[config.mk]
export PLATFORM = sky130hd
export DESIGN_NAME = rtcf_axis_check
export DESIGN_NICKNAME = d
export VERILOG_FILES = /design/src/sv/rtcf_pkg.sv /design/src/sv/rtcf_axis_check.sv
export SDC_FILE = /design/constraint.sdc
export NUM_CORES = 2
export LEC_CHECK = 0
export ABC_AREA = 0
export BUFFER_PORTS_ARGS = -buffer_cell sky130_fd_sc_hd__buf_2
export CORE_MARGIN = 2
export CORE_UTILIZATION = 60
export DETAILED_ROUTE_END_ITERATION = 12
export HOLD_SLACK_MARGIN = 0.12
export PLACE_DENSITY = 0.79
export SLEW_MARGIN = 10
export SYNTH_ARGS = -nofsm -noshare
export SYNTH_HDL_FRONTEND = slang
export SYNTH_SLANG_ARGS = --single-unit
[constraint.sdc]
create_clock -name clk -period 15.55 [get_ports clk]
set_input_delay 2.3325 -clock clk [delete_from_list [all_inputs] [get_ports clk]]
set_output_delay 2.3325 -clock clk [all_outputs]
set_load 0.005 [all_outputs]
[src/sv/rtcf_pkg.sv]
// ----------------------------------------------------------------------------
// rtcf_pkg
// Shared types and constants for the rigid transform crop filter.
// ----------------------------------------------------------------------------
`timescale 1ns / 1ps

package rtcf_pkg;

  // Upper bound on points counted per scan
  localparam logic [31:0] MAX_SCAN_POINTS = 32'd1048575;

  localparam int CNT_W = 20;
  localparam logic [CNT_W-1:0] CNT_ALL_ONES = {CNT_W{1'b1}};

  // Effective saturation value of the per-scan counters
  localparam logic [CNT_W-1:0] CNT_CAP =
    (MAX_SCAN_POINTS < {12'd0, CNT_ALL_ONES}) ? MAX_SCAN_POINTS[CNT_W-1:0] : CNT_ALL_ONES;

  localparam int COORD_W = 32;
  localparam int ROW_W   = 48;
  localparam int COEF_W  = 16;
  localparam int PROD_W  = COEF_W + COORD_W;
  localparam int ACC_W   = PROD_W + 3;
  localparam int FRAC_SH = 14;

  localparam int PADDR_W = 6;
  localparam int PDATA_W = 64;

  // Register index, taken from paddr[5:3]
  typedef enum logic [2:0] {
    REG_ROT_ROW_X    = 3'd0,
    REG_ROT_ROW_Y    = 3'd1,
    REG_OFFSET_X     = 3'd2,
    REG_OFFSET_Y     = 3'd3,
    REG_LEGAL_X_LOW  = 3'd4,
    REG_LEGAL_X_HIGH = 3'd5,
    REG_LEGAL_Y_LOW  = 3'd6,
    REG_LEGAL_Y_HIGH = 3'd7
  } reg_idx_t;

  typedef struct packed {
    logic        [ROW_W-1:0]   rot_row_x;
    logic        [ROW_W-1:0]   rot_row_y;
    logic signed [COORD_W-1:0] offset_x;
    logic signed [COORD_W-1:0] offset_y;
    logic signed [COORD_W-1:0] legal_x_low;
    logic signed [COORD_W-1:0] legal_x_high;
    logic signed [COORD_W-1:0] legal_y_low;
    logic signed [COORD_W-1:0] legal_y_high;
  } cfg_t;

endpackage

[src/sv/rtcf_axis_check.sv]
// ----------------------------------------------------------------------------
// rtcf_axis_check
// One arena axis: registered coefficient products, then sum and box compare.
// ----------------------------------------------------------------------------
`timescale 1ns / 1ps

module rtcf_axis_check (
  input  logic                                clk,
  input  logic                                load,
  input  logic        [rtcf_pkg::ROW_W-1:0]   row,
  input  logic signed [rtcf_pkg::COORD_W-1:0] off,
  input  logic signed [rtcf_pkg::COORD_W-1:0] lo,
  input  logic signed [rtcf_pkg::COORD_W-1:0] hi,
  input  logic signed [rtcf_pkg::COORD_W-1:0] x,
  input  logic signed [rtcf_pkg::COORD_W-1:0] y,
  input  logic signed [rtcf_pkg::COORD_W-1:0] z,
  output logic                                in_box
);

  logic signed [rtcf_pkg::COEF_W-1:0] c0, c1, c2;
  logic signed [rtcf_pkg::PROD_W-1:0] p0, p1, p2;
  logic signed [rtcf_pkg::ACC_W-1:0]  acc, off_s, lo_s, hi_s;

  assign c0 = row[15:0];
  assign c1 = row[31:16];
  assign c2 = row[47:32];

  // Hold the three products of the rotation row
  always_ff @(posedge clk) begin
    if (load) begin
      p0 <= c0 * x;
      p1 <= c1 * y;
      p2 <= c2 * z;
    end
  end

  // Scale offset and bounds to the Q.30 product grid
  assign off_s = {{5{off[31]}}, off, 14'd0};
  assign lo_s  = {{5{lo[31]}}, lo, 14'd0};
  assign hi_s  = {{5{hi[31]}}, hi, 14'd0};

  assign acc = {{3{p0[47]}}, p0} + {{3{p1[47]}}, p1} + {{3{p2[47]}}, p2} + off_s;

  assign in_box = (acc >= lo_s) && (acc <= hi_s);

endmodule

==> metrics.txt <==
status completed; Die H 332 um; final hold vios 0; GPL Wtd Cong 0.933; HP Start load; TritonCTS clock tree built; Syn Nets 9426; setup TNS 0 ns; Pre-antenna DRT Iters 6; fin cells 8587; CP arrival 9.22 ns; Critical Path Sink Type output pin; core area 107000 um^2; Netlist Area Pre-Place 64400 um^2; crit share post-route 0.743; drt total wl 165000 um; asr flop ratio synth 0; Worst Path Buf+Inv 4; max incr delay on CP 0.59 ns; maxcap violations 0; Nets 9425; EDFF count, synth 144; slowest stage cell, crit path o21ai_0; final HPWL from detailed placement 133000 um; vias in the first global route 52200; Routed Antenna Nets 0; Crit path top cell by count a21oi_1; layout cells sized above 1 0.0422; Mapped Cells 7165; Layout Area Growth over Synthesis 4.01%; largest net degree at the start of global routing 74; routed len/inst 19.2 um; CTS buffer count 17; CTS HTree Levels 4; synth unique cells 76; grt total ovfl 0; Port-buffer cells 242; # setup viols final 0; mean number of vias per cell 5.57; Top Ports 243; Req. time, crit path 13.22 ns; YS warnings 0; global router's overall resource usage 0.313; Root Driver clkbuf_16; Hold WS 2.41 ns; Max FO, Critical Path 7; Top Family by Delay on Critical Path compound AO/OA/AOI/OAI gates; clk slew on worst S/H paths 0.07 ns; Final Max Tran Viols 0; post-cts sizing count 0; Avg Inst Size Synth 8.99 um^2; Hold Crit Class input pin to flop; Slew HR 0.326; Inst Count DP 8548; worst setup path start off[7]; Final Core Density 0.628; Seq/Total Area, Yosys 0.0671; unrepaired setup endpoints after global routing false; die area 110000 um^2; DRC 0; Die Wd 332 um; Initial Util 0.604; ys flop type edfxtp_1; CTS max path bufs 2; first-pass GRT wire length 270000 um; fmax 86.6 MHz; Crit Path Class input pin to output pin; Worst Max-Slew Pin Slew 1.00 ns; num rows 120; Yosys reg bits 144; Final Critical Period 11.55 ns; vias 47800; post-CTS setup buffers 0; nature of the critical path startpoint input pin; 1st-iter DRT viols 3622; clk sinks 144; number of antenna violations at the first check in global routing 11; Post-CTS Hold Buffers 0
-- per-layer routing --
layer,wire [um],GRT usage,share of wire,up-vias
li1,-,-,-,20800
met1,64800,0.422,0.39,24300
met2,78500,0.515,0.47,2198
met3,14700,0.0485,0.089,465
met4,7320,0.120,0.044,6
met5,40,0,0.00024,-
-- logic make-up after synthesis --
group	count (synthesis)	share of synthesized area
AO/OA/AOI/OAI	586	0.0593
XOR/XNOR	192	0.0261
adder cells (fa/ha/maj)	2019	0.572
buffers and inverters	2294	0.134
flip-flops	144	0.0671
multiplexers	2	0.000330
AND/OR/NAND/NOR	1928	0.142
-- registers in the layout, summed over array words and instances (netlist names) --
name and flops:
p1 48, p2 48, p0 48
-- layout by cell type, fill, tap and decap left out, types with 7 or more instances in the layout --
cell          n
and2_1      516
edfxtp_1    144
nor2_1      141
and3_1       20
nand2_1    1022
fa_1       1542
xor2_1       58
o21bai_1     15
nand2b_1     65
a211oi_1     20
ha_1        477
nand3_1      32
nor3_1       19
buf_2       241
nor2b_1      48
nand4_1      32
a21oi_1     180
diode_2       7
a31oi_1      23
and4_1        7
o21ai_0      99
clkbuf_16    17
o21a_1       33
xnor2_1     134
inv_1      2028
a21o_1      123
-- final timing paths --
check | endpoint | slack [ns] | cells after the start
min | p1[19] | 2.41 | 1
max | in_box | 4.00 | 26
-- final cells by class --
class,count,area [um^2]
multi-input cells,4727,51500
well taps,1403,1760
fillers,8758,39700
repair buffers,244,1230
inverters,2030,7620
clock inverters,15,151
clock buffers,17,425
diodes,7,17.5
flip-flops and latches,144,4320
-- per-stage QoR --
step,area (um^2),worst slack [ns]
3_5_place_dp,66400,4.16
6_report,67000,4.00
2_1_floorplan,64400,5.94
5_1_grt,67000,3.61
3_3_place_gp,66400,4.23
4_1_cts,67000,4.14
-- Yosys cell counts, types with 3 or more instances --
cell type,count,area share
and4_1,7,0.00095
o221ai_1,3,0.00041
o2111ai_1,6,0.00082
a21oi_2,6,0.00082
and3_1,20,0.0019
o22ai_1,4,0.00039
and2_1,516,0.050
nor4_1,3,0.00029
a21o_1,123,0.014
o21bai_1,15,0.0017
or2_2,5,0.00049
nand3_1,32,0.0025
nor3_1,19,0.0015
a311oi_1,3,0.00041
nand3b_1,4,0.00047
o21a_1,33,0.0038
a21boi_0,5,0.00058
a41o_1,5,0.00078
a21oi_1,180,0.014
a221oi_1,6,0.00082
a211oi_1,20,0.0023
o211ai_1,6,0.00070
a41oi_1,4,0.00054
a31oi_1,23,0.0022
or3_1,4,0.00039
nor2_1,141,0.0082
fa_1,1542,0.48
o31ai_1,3,0.00035
o21ai_1,6,0.00047
edfxtp_1,144,0.067
clkbuf_1,261,0.015
ha_1,477,0.093
o21ai_0,99,0.0077
o31a_1,4,0.00054
inv_1,2028,0.12
xnor2_1,134,0.018
xor2_1,58,0.0079
nor2b_1,48,0.0047
nand2b_1,65,0.0063
a211o_1,6,0.00082
nand2_1,1022,0.060
nand4_1,32,0.0031
Power is not shown: default switching activity piles up to over one toggle a cycle in this logic, so the estimate is an artifact.
