`src/sv/rtcf_pkg.sv`:
```
// ----------------------------------------------------------------------------
// rtcf_pkg
// Shared types and constants for the rigid transform crop filter.
// ----------------------------------------------------------------------------
`timescale 1ns / 1ps

package rtcf_pkg;

  // Upper bound on points counted per scan
  localparam logic [31:0] MAX_SCAN_POINTS = 32'd1048575;

  localparam int CNT_W = 20;
  localparam logic [CNT_W-1:0] CNT_ALL_ONES = {CNT_W{1'b1}};

  // Effective saturation value of the per-scan counters
  localparam logic [CNT_W-1:0] CNT_CAP =
    (MAX_SCAN_POINTS < {12'd0, CNT_ALL_ONES}) ? MAX_SCAN_POINTS[CNT_W-1:0] : CNT_ALL_ONES;

  localparam int COORD_W = 32;
  localparam int ROW_W   = 48;
  localparam int COEF_W  = 16;
  localparam int PROD_W  = COEF_W + COORD_W;
  localparam int ACC_W   = PROD_W + 3;
  localparam int FRAC_SH = 14;

  localparam int PADDR_W = 6;
  localparam int PDATA_W = 64;

  // Register index, taken from paddr[5:3]
  typedef enum logic [2:0] {
    REG_ROT_ROW_X    = 3'd0,
    REG_ROT_ROW_Y    = 3'd1,
    REG_OFFSET_X     = 3'd2,
    REG_OFFSET_Y     = 3'd3,
    REG_LEGAL_X_LOW  = 3'd4,
    REG_LEGAL_X_HIGH = 3'd5,
    REG_LEGAL_Y_LOW  = 3'd6,
    REG_LEGAL_Y_HIGH = 3'd7
  } reg_idx_t;

  typedef struct packed {
    logic        [ROW_W-1:0]   rot_row_x;
    logic        [ROW_W-1:0]   rot_row_y;
    logic signed [COORD_W-1:0] offset_x;
    logic signed [COORD_W-1:0] offset_y;
    logic signed [COORD_W-1:0] legal_x_low;
    logic signed [COORD_W-1:0] legal_x_high;
    logic signed [COORD_W-1:0] legal_y_low;
    logic signed [COORD_W-1:0] legal_y_high;
  } cfg_t;

endpackage

```
`src/sv/rtcf_regs.sv`:
```
// ----------------------------------------------------------------------------
// rtcf_regs
// APB register file holding the transform rows, offsets and legal box.
// ----------------------------------------------------------------------------
`timescale 1ns / 1ps

module rtcf_regs (
  input  logic                          clk,
  input  logic                          rst,
  input  logic                          psel,
  input  logic                          penable,
  input  logic                          pwrite,
  input  logic [rtcf_pkg::PADDR_W-1:0]  paddr,
  input  logic [rtcf_pkg::PDATA_W-1:0]  pwdata,
  output logic [rtcf_pkg::PDATA_W-1:0]  prdata,
  output rtcf_pkg::cfg_t                cfg
);

  logic             wr_en;
  rtcf_pkg::reg_idx_t reg_idx;

  assign wr_en   = psel && penable && pwrite;
  assign reg_idx = rtcf_pkg::reg_idx_t'(paddr[5:3]);

  // Write the addressed register on the access cycle
  always_ff @(posedge clk) begin
    if (rst) begin
      cfg.rot_row_x    <= 48'd16384;
      cfg.rot_row_y    <= 48'd1073741824;
      cfg.offset_x     <= 32'sd0;
      cfg.offset_y     <= 32'sd0;
      cfg.legal_x_low  <= 32'sh8000_0000;
      cfg.legal_x_high <= 32'sh7FFF_FFFF;
      cfg.legal_y_low  <= 32'sh8000_0000;
      cfg.legal_y_high <= 32'sh7FFF_FFFF;
    end else if (wr_en) begin
      case (reg_idx)
        rtcf_pkg::REG_ROT_ROW_X:    cfg.rot_row_x    <= pwdata[47:0];
        rtcf_pkg::REG_ROT_ROW_Y:    cfg.rot_row_y    <= pwdata[47:0];
        rtcf_pkg::REG_OFFSET_X:     cfg.offset_x     <= pwdata[31:0];
        rtcf_pkg::REG_OFFSET_Y:     cfg.offset_y     <= pwdata[31:0];
        rtcf_pkg::REG_LEGAL_X_LOW:  cfg.legal_x_low  <= pwdata[31:0];
        rtcf_pkg::REG_LEGAL_X_HIGH: cfg.legal_x_high <= pwdata[31:0];
        rtcf_pkg::REG_LEGAL_Y_LOW:  cfg.legal_y_low  <= pwdata[31:0];
        rtcf_pkg::REG_LEGAL_Y_HIGH: cfg.legal_y_high <= pwdata[31:0];
        default: ;
      endcase
    end
  end

  // Read back the addressed register, zero extended
  always_comb begin
    case (reg_idx)
      rtcf_pkg::REG_ROT_ROW_X:    prdata = {16'd0, cfg.rot_row_x};
      rtcf_pkg::REG_ROT_ROW_Y:    prdata = {16'd0, cfg.rot_row_y};
      rtcf_pkg::REG_OFFSET_X:     prdata = {32'd0, cfg.offset_x};
      rtcf_pkg::REG_OFFSET_Y:     prdata = {32'd0, cfg.offset_y};
      rtcf_pkg::REG_LEGAL_X_LOW:  prdata = {32'd0, cfg.legal_x_low};
      rtcf_pkg::REG_LEGAL_X_HIGH: prdata = {32'd0, cfg.legal_x_high};
      rtcf_pkg::REG_LEGAL_Y_LOW:  prdata = {32'd0, cfg.legal_y_low};
      rtcf_pkg::REG_LEGAL_Y_HIGH: prdata = {32'd0, cfg.legal_y_high};
      default:                    prdata = '0;
    endcase
  end

endmodule

```
`config.mk`:
```
export PLATFORM = sky130hd
export DESIGN_NAME = rtcf_regs
export DESIGN_NICKNAME = d
export VERILOG_FILES = /design/src/sv/rtcf_pkg.sv /design/src/sv/rtcf_regs.sv
export SDC_FILE = /design/constraint.sdc
export NUM_CORES = 1
export LEC_CHECK = 0
export BUFFER_PORTS_ARGS = -buffer_cell sky130_fd_sc_hd__buf_2
export CAP_MARGIN = 20
export CORE_AREA = 2 2 166 168
export DETAILED_ROUTE_END_ITERATION = 6
export DIE_AREA = 0 0 168 170
export PLACE_DENSITY = 0.82
export RECOVER_POWER = 25
export SETUP_SLACK_MARGIN = 0.1
export SYNTH_ARGS = -nofsm -noshare
export SYNTH_HDL_FRONTEND = slang
export SYNTH_SLANG_ARGS = --single-unit
```
`constraint.sdc`:
```
create_clock -name clk -period 3.2 [get_ports clk]
set_input_delay 0.8 -clock clk [delete_from_list [all_inputs] [get_ports clk]]
set_output_delay 0.8 -clock clk [all_outputs]
set_load 0.005 [all_outputs]
```
==> flow_metrics.tcl <==
set metrics [dict create \
    status "completed" \
    numClockSinks 288 \
    area_delta_synth_final_pct 24.05 \
    finalNetCount 2026 \
    pre_cts_ws_ns 0.06307 \
    dpl.hpwl_mm 29.72 \
    regArea_um2 5766 \
    place_area_um2 14830 \
    ys_ff_latch 288 \
    nFillCells 2351 \
    critPathMaxFanout 11 \
    cp-startpoint "paddr[4]" \
    routed-via-count 13290 \
    hold_violations 0 \
    setup_ws_ns 0.1864 \
    holdCritPathClass "register to register" \
    grt_pass1_vias 12580 \
    postRouteAntennaNets 0 \
    vias_per_cell 5.750 \
    slew_headroom_pct 37.48 \
    irDropWorstVdd_uv 457.8 \
    cp.required_ns 2.40 \
    multiInputGateArea_um2 6021 \
    finalCriticalPeriod_ns 3.014 \
    syn_area_um2 12710 \
    cp-start-kind "input port" \
    r2r_slack_ns 2.47 \
    power_leakage_nw 6.582 \
    critPathKind "input port to output pin" \
    port_buffers 391 \
    rsz0062_at_grt "no" \
    grt-ovfl-total 0 \
    grt_pass1_wl_mm 68.81 \
    crit_end "prdata[27]" \
    synth_cell_types 29 \
    first_pass_iters 6 \
    r2r_start "cfg[35]$_SDFFE_PP0P_" \
    coreArea_um2 26650 \
    die_w_um 168 \
    routed_wl_mm 45.70 \
    worst_ep_arrival_time_ns 2.21 \
    power_density_nw_per_um2 494.3 \
    yosysSeqAreaShare_pct 45.35 \
    r2r_cells 2 \
    grtUsageTotal_pct 30.33 \
    antenna_found_initial 0 \
    power.total_mw 7.795 \
    num_antenna_cells 0 \
    reg_top3 "cfg (288)" \
    dr.first_iter.drc_count 1242 \
    drc_errors 0 \
    fin_setup_tns_ns 0 \
    max-cap-violations 0 \
    die_y_um 170 \
    cts_root_buffer "clkbuf_16" \
    clock_latency_ns 0.55 \
    reg2reg_to "cfg[35]$_SDFFE_PP0P_" \
    finalClockSkew_ns 0 \
    finalMaxSlewViolations 0 \
    setup_viol 0 \
    numCtsBuffers 30 \
    yosysWarnings 0 \
    syn_area_per_cell_um2 7.732 \
    fmax_mhz 331.8 \
    wl_per_cell_um 19.77 \
    crit_path_end_kind "output pin" \
    pin_count 427 \
    final_util_pct 59.17 \
    drive_gt1_share_pct 23.30 \
    clockBufferDepth 3 \
    synthCells 1644 \
    grt_max_degree 88 \
    initial_core_util_pct 47.70 \
    largest_register_ffs 288 \
    min_period_over_period_pct 94.17 \
    fin_area_um2 15770 \
    gp_congestion 0.8800 \
    max_flop_register "cfg" \
    cts.htree.levels 1 \
    tightest_slew_ns 0.9378 \
    fp-row-count 60 \
    cts_tree "yes" \
    die-area_um2 28560 \
    path_clk_slew_ns 0.06 \
]
-- cells in the mapped netlist --
cell	count	area, um2
o22ai_1	1	6.260
or2_1	2	12.51
a21oi_1	231	1156
nor2b_1	4	25.02
buf_6	5	56.30
nor2_1	66	247.7
a22o_1	51	446.7
a221oi_1	59	516.8
a32oi_1	4	35.03
nor3_2	3	30.03
buf_4	28	210.2
nand4_2	1	12.51
nand3b_1	66	495.5
or3_4	1	11.26
buf_2	87	435.4
dfxtp_1	288	5766
or2_2	4	25.02
inv_1	32	120.1
and2_1	1	6.260
or3_1	2	12.51
a31oi_1	1	6.260
nand4b_4	1	23.77
mux2i_1	28	280.3
nand2_1	579	2173
nor2_2	1	6.260
clkbuf_1	62	232.7
mux2_2	28	315.3
conb_1	1	3.750
nand2b_1	7	43.79
-- power by group --
part           switching (mW)  internal [mW]
Clock                    1.42           2.13
Combinational           0.373          0.228
Sequential             0.0269           3.62
Total                    1.82           5.97
-- timing repair --
item,in CTS,in global routing
setup endpoints to repair,1,22
hold buffers,0,0
gates cloned,0,1
gates resized for setup,1,3
buffers inserted,0,1
-- kinds of logic (layout without fill, tap and decap cells) --
kind of cell	count (synthesis)	in the layout	synth area share (%)
compound gates	347	347	17.05
flops	288	288	45.35
other cells	1	16	0.02950
buf+inv	214	525	8.297
simple gates	738	738	24.59
mux	56	56	4.685
-- metal layers --
metal  wire length, um  up-vias  share of wire, %  global-route usage, %
li1                  -     6049                 -                      -
met1             17010     6196                37                  35.75
met2             21630      870                47                  52.07
met3              4941      174                11                  7.488
met4              2123        0               4.6                  14.29
met5                 0        -                 0                      0
-- critical path: stages --
cell	delay, ns
buf_6	0.15
buf_12	0.18
mux2_2	0.34
a22o_1	0.18
a221oi_1	0.35
nor2_1	0.07
buf_2	0.13
-- how the worst min path moves through the flow --
stage                          startpoint               endpoint  cells past startpoint
floorplan            cfg[31]$_SDFFE_PP0P_   cfg[31]$_SDFFE_PP0P_                      2
global placement     cfg[95]$_SDFFE_PP0P_   cfg[95]$_SDFFE_PP0P_                      2
detailed placement  cfg[220]$_SDFFE_PP0P_  cfg[220]$_SDFFE_PP0P_                      2
CTS                 cfg[220]$_SDFFE_PP0P_  cfg[220]$_SDFFE_PP0P_                      2
global route         cfg[38]$_SDFFE_PP0P_   cfg[38]$_SDFFE_PP0P_                      2
finish              cfg[267]$_SDFFE_PP0P_  cfg[267]$_SDFFE_PP0P_                      2
-- layout make-up --
| type | instances | share of cell area, % |
|---|---|---|
| clock buffer | 42 | 5.562 |
| clock inverter | 9 | 0.7776 |
| inverter | 32 | 0.7617 |
| tap | 341 | 2.706 |
| timing repair buffer | 442 | 15.45 |
| multi-input combinational | 1157 | 38.18 |
| sequential | 288 | 36.56 |
-- stage by stage --
| stage | hold slack, ns | cells |
|---|---|---|
| CTS | 0.4680 | 2309 |
| global route | 0.4897 | 2311 |
| global placement | 0.4528 | 2258 |
| floorplan | 0.4622 | 1659 |
| finish | 0.4690 | 2311 |
| detailed placement | 0.4597 | 2258 |
-- placed cells by master (no fill, tap or decap), drive strengths merged, types with 4 or more instances in the layout --
cell type and instances:
nand2 579, buf 367, dfxtp 288, a21oi 231
clkbuf 117, nor2 67, nand3b 66, a221oi 59
a22o 51, inv 32, mux2i 28, mux2 28
conb 16, nand2b 7, or2 6, clkinv 5
a32oi 4, nor2b 4
Note: power is estimated with default switching activity, not from simulation.
