<file path="config.mk">
export PLATFORM = sky130hd
export DESIGN_NAME = rtcf_scan_count
export DESIGN_NICKNAME = d
export VERILOG_FILES = /design/src/sv/rtcf_pkg.sv /design/src/sv/rtcf_scan_count.sv
export SDC_FILE = /design/constraint.sdc
export NUM_CORES = 1
export LEC_CHECK = 0
export ABC_AREA = 1
export ABC_CLOCK_PERIOD_IN_PS = 4800
export BUFFER_PORTS_ARGS = -buffer_cell sky130_fd_sc_hd__buf_2
export CAP_MARGIN = 20
export CORE_MARGIN = 2
export CORE_UTILIZATION = 50
export CTS_CLUSTER_DIAMETER = 150
export DETAILED_ROUTE_END_ITERATION = 10
export PLACE_DENSITY = 0.72
export SLEW_MARGIN = 20
export SYNTH_ARGS = -nofsm -noshare
export SYNTH_HDL_FRONTEND = slang
export SYNTH_SLANG_ARGS = --single-unit
</file>
<file path="constraint.sdc">
create_clock -name clk -period 4.8 [get_ports clk]
set_input_delay 0.24 -clock clk [delete_from_list [all_inputs] [get_ports clk]]
set_output_delay 0.24 -clock clk [all_outputs]
set_load 0.005 [all_outputs]
</file>
<file path="src/sv/rtcf_pkg.sv">
// ----------------------------------------------------------------------------
// rtcf_pkg
// Shared types and constants for the rigid transform crop filter.
// ----------------------------------------------------------------------------
`timescale 1ns / 1ps

package rtcf_pkg;

  // Upper bound on points counted per scan
  localparam logic [31:0] MAX_SCAN_POINTS = 32'd1048575;

  localparam int CNT_W = 20;
  localparam logic [CNT_W-1:0] CNT_ALL_ONES = {CNT_W{1'b1}};

  // Effective saturation value of the per-scan counters
  localparam logic [CNT_W-1:0] CNT_CAP =
    (MAX_SCAN_POINTS < {12'd0, CNT_ALL_ONES}) ? MAX_SCAN_POINTS[CNT_W-1:0] : CNT_ALL_ONES;

  localparam int COORD_W = 32;
  localparam int ROW_W   = 48;
  localparam int COEF_W  = 16;
  localparam int PROD_W  = COEF_W + COORD_W;
  localparam int ACC_W   = PROD_W + 3;
  localparam int FRAC_SH = 14;

  localparam int PADDR_W = 6;
  localparam int PDATA_W = 64;

  // Register index, taken from paddr[5:3]
  typedef enum logic [2:0] {
    REG_ROT_ROW_X    = 3'd0,
    REG_ROT_ROW_Y    = 3'd1,
    REG_OFFSET_X     = 3'd2,
    REG_OFFSET_Y     = 3'd3,
    REG_LEGAL_X_LOW  = 3'd4,
    REG_LEGAL_X_HIGH = 3'd5,
    REG_LEGAL_Y_LOW  = 3'd6,
    REG_LEGAL_Y_HIGH = 3'd7
  } reg_idx_t;

  typedef struct packed {
    logic        [ROW_W-1:0]   rot_row_x;
    logic        [ROW_W-1:0]   rot_row_y;
    logic signed [COORD_W-1:0] offset_x;
    logic signed [COORD_W-1:0] offset_y;
    logic signed [COORD_W-1:0] legal_x_low;
    logic signed [COORD_W-1:0] legal_x_high;
    logic signed [COORD_W-1:0] legal_y_low;
    logic signed [COORD_W-1:0] legal_y_high;
  } cfg_t;

endpackage

</file>
<file path="src/sv/rtcf_scan_count.sv">
// ----------------------------------------------------------------------------
// rtcf_scan_count
// Saturating per-scan finite and kept counters, cleared after the last point.
// ----------------------------------------------------------------------------
`timescale 1ns / 1ps

module rtcf_scan_count (
  input  logic                             clk,
  input  logic                             rst,
  input  logic                             advance,
  input  logic                             point_valid,
  input  logic                             keep,
  input  logic                             scan_last,
  output logic [rtcf_pkg::CNT_W-1:0]       finite_total,
  output logic [rtcf_pkg::CNT_W-1:0]       kept_total
);

  logic [rtcf_pkg::CNT_W-1:0] finite_counter, kept_counter;

  // Count this point, stopping at the cap
  assign finite_total = (point_valid && finite_counter < rtcf_pkg::CNT_CAP) ?
                        finite_counter + 1'b1 : finite_counter;
  assign kept_total   = (keep && kept_counter < rtcf_pkg::CNT_CAP) ?
                        kept_counter + 1'b1 : kept_counter;

  // Advance on each result; clear after the scan's last point
  always_ff @(posedge clk) begin
    if (rst) begin
      finite_counter <= '0;
      kept_counter   <= '0;
    end else if (advance) begin
      if (scan_last) begin
        finite_counter <= '0;
        kept_counter   <= '0;
      end else begin
        finite_counter <= finite_total;
        kept_counter   <= kept_total;
      end
    end
  end

`ifndef SYNTH
  a_kept_le_finite: assert property (@(posedge clk) disable iff (rst)
    kept_counter <= finite_counter)
    else $error("kept counter exceeds finite counter");

  a_cap: assert property (@(posedge clk) disable iff (rst)
    finite_counter <= rtcf_pkg::CNT_CAP && kept_counter <= rtcf_pkg::CNT_CAP)
    else $error("counter above saturation cap");

  a_clear_on_last: assert property (@(posedge clk) disable iff (rst)
    advance && scan_last |=> finite_counter == '0 && kept_counter == '0)
    else $error("counters not cleared after last point");
`endif

endmodule

</file>
==> impl_metrics.py, run 1 <==
metrics = {
    "outcome": {
        "run_status": "finished clean",
    },
    "global_routing": {
        "grt_antenna_before_repair": 0,
        "grt_max_degree": 42,
        "globalRoute.totalOverflow": 0,
        "groute.usage.overall_pct": 22.7,
        "global_route.usage.met1_pct": 27.3,
        "use_met2_pct": 41.3,
        "grt_first_pass_wirelength_um": 11600,
        "grt_use_met3_pct": 3.85,
        "first_global_vias": 2575,
        "grt-busiest-layer": "met2",
    },
    "power_and_ir_drop": {
        "vdd_ir_drop_max_v": 0.000143,
        "pwr-share-comb_pct": 6.2,
        "netSwitchingPower_w": 0.000158,
        "power_density_nw_per_um2": 203,
        "power_report.internal_total_w": 0.000495,
        "switching_share_pct": 24.2,
        "power.share.clock_pct": 42.8,
        "power_leakage_nw": 1.17,
        "sequentialPowerShare_pct": 51.0,
    },
    "worst_setup_path": {
        "reg2reg_from": "finite_counter[0]",
        "worst-path-max-fanout": 25,
        "path_cells": "ha_1 -> nand2_1 -> nor2_4 -> nand3_4 -> nor2_2 -> nor2_2 -> nand3_1 -> and2_1 -> buf_2",
        "criticalPathCategory": "reg -> out",
        "arrival_ns": 2.51,
        "worst-r2r-cell-count": 10,
        "rrSetupSlack_ns": 2.55,
        "crit-reg2reg-capture": "finite_counter[11]",
        "cp_data_required_time_ns": 4.56,
        "max_stage_delay_cell_worst_path": "sky130_fd_sc_hd__nor2_2",
        "critPathMaxStageDelay_ns": 0.69,
        "timing.critical_path.from": "finite_counter[0]",
        "cp-endpoint": "finite_total[4]",
        "start_kind": "register",
        "critical_path.endpoint_type": "output port",
        "critical-path-top-cell-by-count": "sky130_fd_sc_hd__nor2_2",
    },
    "timing": {
        "setup-tns-final_ns": 0,
        "timing.clock.skew_ns": 0.00831,
        "max_clock_freq_mhz": 363,
        "timing.final.max_slew_violations": 0,
        "rsz0062_at_grt": "false",
        "worst_pin_slew_ns": 0.920,
        "finalWorstPathRequiredPeriod_ns": 2.75,
        "report.final.setup_viol": 0,
        "timing.final.crit_share_pct": 57.4,
        "max-slew-margin-rel_pct": 38.6,
        "final-hold-violation-count": 0,
    },
    "placed_design": {
        "place_congestion": 0.959,
        "dp_hpwl_um": 4820,
        "postPlaceCellArea_um2": 3110,
        "io_buffers": 45,
    },
    "flow_run": {
        "max_cap_violations": 0,
    },
    "cells_and_area": {
        "num-fill-cells": 568,
        "diodes": 0,
        "fin_nets": 506,
        "layout_commonest_cell": "sky130_fd_sc_hd__nand2_1",
        "layout.cells.most_common_list": "sky130_fd_sc_hd__nand2_1, sky130_fd_sc_hd__buf_2, sky130_fd_sc_hd__dfxtp_1, sky130_fd_sc_hd__nor2_1, sky130_fd_sc_hd__a21oi_1",
        "area_growth_syn_to_layout_pct": 11.3,
        "layout-drive-gt1-share_pct": 19.8,
        "fin_area_um2": 3220,
    },
    "logic_synthesis": {
        "synth.ff_latch_count": 40,
        "synth_largest_type_area_fraction_pct": 27.7,
        "synth_area_per_cell_um2": 6.25,
        "synth_top_cells_by_area": "sky130_fd_sc_hd__dfxtp_1, sky130_fd_sc_hd__nand2_1, sky130_fd_sc_hd__a21oi_1",
        "post_synth_num_cell_types": 27,
        "seq_area_frac_synth_pct": 27.7,
        "synth_warn": 0,
        "synthesis.area_um2": 2890,
        "yosys.area.top_type": "sky130_fd_sc_hd__dfxtp_1",
        "postSynthNetCount": 471,
        "synthesized_netlist_cell_count": 463,
    },
    "clock_tree": {
        "clkTransAtPathRegs_ns": 0.08,
        "clk_latency_ns": 0.30,
        "clock_sink_count": 40,
        "post-cts-setup-buffer-count": 0,
        "cts_root_buf": "sky130_fd_sc_hd__clkbuf_8",
        "post_cts_resize_count": 0,
        "cts_tree": "done",
        "cts_hold_buffers": 0,
        "cts-root-to-sink-buffers": 2,
        "cts_made_buffers": 5,
        "ctsHtreeMaxLevel": 2,
    },
    "floorplan": {
        "floorplan.core_area_um2": 5540,
        "chipHeight_um": 80.0,
        "design.die.area_um2": 6410,
        "floorplan.io_pins": 46,
        "core.rowCount": 27,
        "floorplan.initialDensity_pct": 52.2,
        "die_x_um": 80.0,
    },
    "drt": {
        "postRouteAntennaNets": 0,
        "initial_drc_count": 131,
        "route.vias.total": 2898,
        "avgViaCountPerCell": 5.08,
        "drc_errors": 0,
        "drt_pass1_iterations": 4,
        "route.detailed.wl_per_inst_um": 12.0,
        "routed_wirelength_um": 6830,
    },
    "hold_path": {
        "hp-class": "in -> reg",
    },
}
==> cells by family (layout without fill, tap and decap cells) <==
logic type               count (synthesis)  in the layout  share of synthesized area, %
buffers and inverters                   36             72                          6.19
flip-flops                              40             40                          27.7
AO/OA/AOI/OAI                           54             54                          11.7
AND/OR/NAND/NOR                        306            306                          46.0
XOR/XNOR                                25             25                          7.57
adder cells (fa/ha/maj)                  2              2                         0.865
==> registers in the layout, summed over array words and instances (netlist names) <==
name and cells:
finite_counter 20, kept_counter 20
==> worst min-delay path by stage <==
| stage | cells after the start | from | slack (ns) | to |
|---|---|---|---|---|
| finish | 5 | point_valid | 0.47 | finite_counter[6] |
| global route | 6 | point_valid | 0.52 | finite_counter[14] |
| CTS | 5 | point_valid | 0.46 | finite_counter[6] |
| detailed placement | 2 | kept_counter[18] | 0.49 | kept_counter[18] |
| global placement | 2 | kept_counter[18] | 0.48 | kept_counter[18] |
| floorplan | 2 | kept_counter[18] | 0.47 | kept_counter[18] |
==> cells in the mapped netlist <==
master and number:
sky130_fd_sc_hd__a21oi_1 34, sky130_fd_sc_hd__a21oi_2 6, sky130_fd_sc_hd__and2_1 2, sky130_fd_sc_hd__buf_2 5, sky130_fd_sc_hd__buf_4 2, sky130_fd_sc_hd__buf_6 4, sky130_fd_sc_hd__clkbuf_1 8, sky130_fd_sc_hd__dfxtp_1 40
sky130_fd_sc_hd__ha_1 2, sky130_fd_sc_hd__inv_1 15, sky130_fd_sc_hd__inv_2 2, sky130_fd_sc_hd__nand2_1 203, sky130_fd_sc_hd__nand2_2 15, sky130_fd_sc_hd__nand3_1 23, sky130_fd_sc_hd__nand3_2 1, sky130_fd_sc_hd__nand3_4 1
sky130_fd_sc_hd__nand3b_1 8, sky130_fd_sc_hd__nand4_1 3, sky130_fd_sc_hd__nor2_1 35, sky130_fd_sc_hd__nor2_2 7, sky130_fd_sc_hd__nor2_4 4, sky130_fd_sc_hd__nor3_1 4, sky130_fd_sc_hd__o21ai_0 6, sky130_fd_sc_hd__o21ai_2 6
sky130_fd_sc_hd__o21ai_4 2, sky130_fd_sc_hd__xnor2_1 16, sky130_fd_sc_hd__xor2_1 9
==> worst max-delay path, delay by kind of cell (launching register included) <==
| family | cells | cell delay [ns] |
|---|---|---|
| buffers and inverters | 1 | 0.12 |
| DFF | 1 | 0.36 |
| adders and majority gates | 1 | 0.28 |
| and+or+nand+nor | 7 | 1.46 |
==> power by group through the flow <==
stage	sequential (W)	clock, W	combinational (W)
floorplan	0.000341	0	0.0000322
global placement	0.000341	0	0.0000403
detailed placement	0.000341	0	0.0000409
CTS	0.000333	0.000286	0.0000409
global route	0.000334	0.000302	0.0000446
finish	0.000333	0.000280	0.0000403
==> layer usage <==
metal  part of all wire, %  vias to the layer above
li1                      -                     1532
met1                    45                     1322
met2                    51                       40
met3                   2.7                        4
met4                  0.59                        0
met5                     0                        -
==> layout make-up <==
type                            instances  area (um^2)  share of cell area [%]
Tap cell                               72         90.1                    2.80
Sequential cell                        40          801                    24.9
Inverter                               17         63.8                    1.98
Multi-Input combinational cell        387         1910                    59.5
Clock inverter                          2         35.0                    1.09
Clock buffer                            6         72.6                    2.26
Timing Repair Buffer                   47          240                    7.47
==> through the flow <==
stage               setup WS, ns  power (W)  cells  util [%]  hold WS, ns
finish                      2.05   0.000653    571      58.1        0.467
global route                1.83   0.000680    571      58.1        0.516
CTS                         2.01   0.000660    571      58.1        0.462
detailed placement          2.35   0.000382    563      56.1        0.491
global placement            2.41   0.000381    563      56.1        0.482
floorplan                   3.03   0.000373    463         -        0.466
No activity file was read; power rests on OpenSTA's default activity.
==> inputs of run 2 (changes only) <==
- ABC_CLOCK_PERIOD_IN_PS: 4800 -> 2300
- PLACE_DENSITY: 0.72 -> 0.75
- clock period: 4.8 -> 2.3 ns (I/O delays scaled with it)
==> run 2 against run 1 <==
  * Critical path depth down 1
  * Global-route usage hardly changed
  * Flip-flop and latch count did not move
  * Sequential share of layout area fell by 0.69 points
  * Hold slack worse by 0.15 ns
  * Sequential power increased by 110%
  * Critical endpoint is now kept_total[0]
==> impl_metrics.py, run 2 (synthesis gave the netlist of run 1 again) <==
metrics = {
    "floorplan": {
        "floorplan.io_pins": 46,
        "die_x_um": 80.0,
        "chipHeight_um": 80.0,
        "floorplan.initialDensity_pct": 52.2,
        "core.rowCount": 27,
        "design.die.area_um2": 6410,
        "floorplan.core_area_um2": 5540,
    },
    "placed_design": {
        "dp_hpwl_um": 4960,
        "place_congestion": 0.931,
        "io_buffers": 45,
        "dpl_worst_slack_ns": 0.123,
    },
    "cells_and_area": {
        "post-route-util_pct": 60.1,
        "num-fill-cells": 556,
        "layout_commonest_cell": "sky130_fd_sc_hd__nand2_1",
        "layout-drive-gt1-share_pct": 22.9,
        "ff_latch_area_um2": 806,
        "multi_input_comb_area_um2": 1950,
        "fin_nets": 518,
        "area_growth_syn_to_layout_pct": 15.1,
        "diodes": 0,
        "layout_top_registers": "finite_counter x20, kept_counter x20",
        "layout.cells.most_common_list": "sky130_fd_sc_hd__nand2_1, sky130_fd_sc_hd__buf_2, sky130_fd_sc_hd__dfxtp_1, sky130_fd_sc_hd__a21oi_1, sky130_fd_sc_hd__nor2_1",
    },
    "timing": {
        "timing.final.ws_setup_ns": 0.151,
        "setup-tns-final_ns": 0,
        "finalWorstPathRequiredPeriod_ns": 2.15,
        "timing.final.crit_share_pct": 93.4,
        "rsz0062_at_grt": "false",
        "report.final.setup_viol": 0,
        "timing.final.max_slew_violations": 0,
        "max-slew-margin-rel_pct": 46.0,
        "timing.clock.skew_ns": 0.00947,
        "worst_pin_slew_ns": 0.810,
        "max_clock_freq_mhz": 465,
        "final-hold-violation-count": 0,
    },
    "drt": {
        "initial_drc_count": 132,
        "drt_pass1_iterations": 4,
        "drc_errors": 0,
        "route.detailed.wl_per_inst_um": 12.2,
        "met2RoutedLength_um": 3600,
        "detailroute.wirelength.met3_um": 291,
        "maxUsedRoutingLayer": "met4",
        "postRouteAntennaNets": 0,
        "routed_wirelength_um": 7140,
        "route.vias.total": 3007,
        "avgViaCountPerCell": 5.16,
        "detail_route.wirelength.met1_um": 3190,
    },
    "global_routing": {
        "grt_first_pass_wirelength_um": 11800,
        "grt_max_degree": 41,
        "groute.usage.overall_pct": 22.6,
        "first_global_vias": 2650,
        "globalRoute.totalOverflow": 0,
        "grt_antenna_before_repair": 0,
    },
    "clock_tree": {
        "clk_latency_ns": 0.30,
        "cts_hold_buffers": 0,
        "cts-root-to-sink-buffers": 2,
        "ctsHtreeMaxLevel": 2,
        "clock_sink_count": 40,
        "cts_root_buf": "sky130_fd_sc_hd__clkbuf_8",
        "cts_made_buffers": 5,
        "clkTransAtPathRegs_ns": 0.09,
        "cts_tree": "done",
    },
    "worst_setup_path": {
        "critical_path.endpoint_type": "output port",
        "arrival_ns": 2.03,
        "start_kind": "register",
        "worst-path-max-fanout": 6,
        "cp_data_required_time_ns": 2.18,
        "criticalPathCategory": "reg -> out",
    },
    "flow_run": {
        "max_cap_violations": 0,
    },
    "power_and_ir_drop": {
        "power_density_nw_per_um2": 389,
        "vdd_ir_drop_max_v": 0.000269,
        "power_leakage_nw": 1.22,
    },
    "outcome": {
        "run_status": "finished clean",
    },
    "hold_path": {
        "hp-class": "in -> reg",
    },
}
-- run 2: area by class of cell --
type                            count  share of cell area, %
Multi-Input combinational cell    389                   58.6
Sequential cell                    40                   24.2
Timing Repair Buffer               57                   9.85
Clock buffer                        8                   2.71
Tap cell                           72                   2.71
Inverter                           17                   1.92
-- run 2: metal layers --
metal,GRT usage [%],up-vias
met5,0,-
li1,-,1559
met2,40.9,58
met3,3.96,7
met1,28.1,1383
met4,4.24,0
-- run 2: critical path, stage by stage (launching register included) --
cell	delay (ns)
sky130_fd_sc_hd__dfxtp_2	0.36
sky130_fd_sc_hd__ha_2	0.21
sky130_fd_sc_hd__nand2_1	0.09
sky130_fd_sc_hd__nor2_4	0.15
sky130_fd_sc_hd__nand3_2	0.17
sky130_fd_sc_hd__o21ai_4	0.27
sky130_fd_sc_hd__buf_4	0.16
sky130_fd_sc_hd__xor2_1	0.18
sky130_fd_sc_hd__buf_2	0.14
-- run 2: what timing repair did --
action,4_1_cts,5_1_grt
gates resized for setup,2,8
setup buffers,2,5
endpoints found under the hold margin,0,0
cloned,0,2
pin swaps,1,2
setup endpoints to repair,23,30
-- run 2: metrics by stage --
| step | std cells | total power [W] | hold slack, ns | cell area [um^2] |
|---|---|---|---|---|
| after global routing | 583 | 0.00135 | 0.338 | 3330 |
| after CTS | 576 | 0.00131 | 0.316 | 3260 |
| after detailed placement | 566 | 0.000802 | 0.491 | 3130 |
| after global placement | 566 | 0.000801 | 0.479 | 3130 |
| after floorplan | 463 | 0.000779 | 0.360 | 2890 |
| final | 583 | 0.00130 | 0.320 | 3330 |
-- run 2: path summary, 6_finish.rpt --
check	from	to	depth (start not counted)	slack (ns)
min	advance	finite_counter[9]	5	0.32
min reg2reg	finite_counter[1]	finite_counter[1]	2	0.50
max reg2reg	kept_counter[0]	kept_counter[0]	9	0.43
max	kept_counter[0]	kept_total[0]	8	0.15
-- run 2: power by group --
| group | switching, W | leakage, nW | internal [W] |
|---|---|---|---|
| registers | 0.00000256 | 0.324 | 0.000694 |
| clock network | 0.000250 | 0.0455 | 0.000245 |
| logic | 0.0000729 | 0.849 | 0.0000320 |
| total | 0.000326 | 1.22 | 0.000971 |
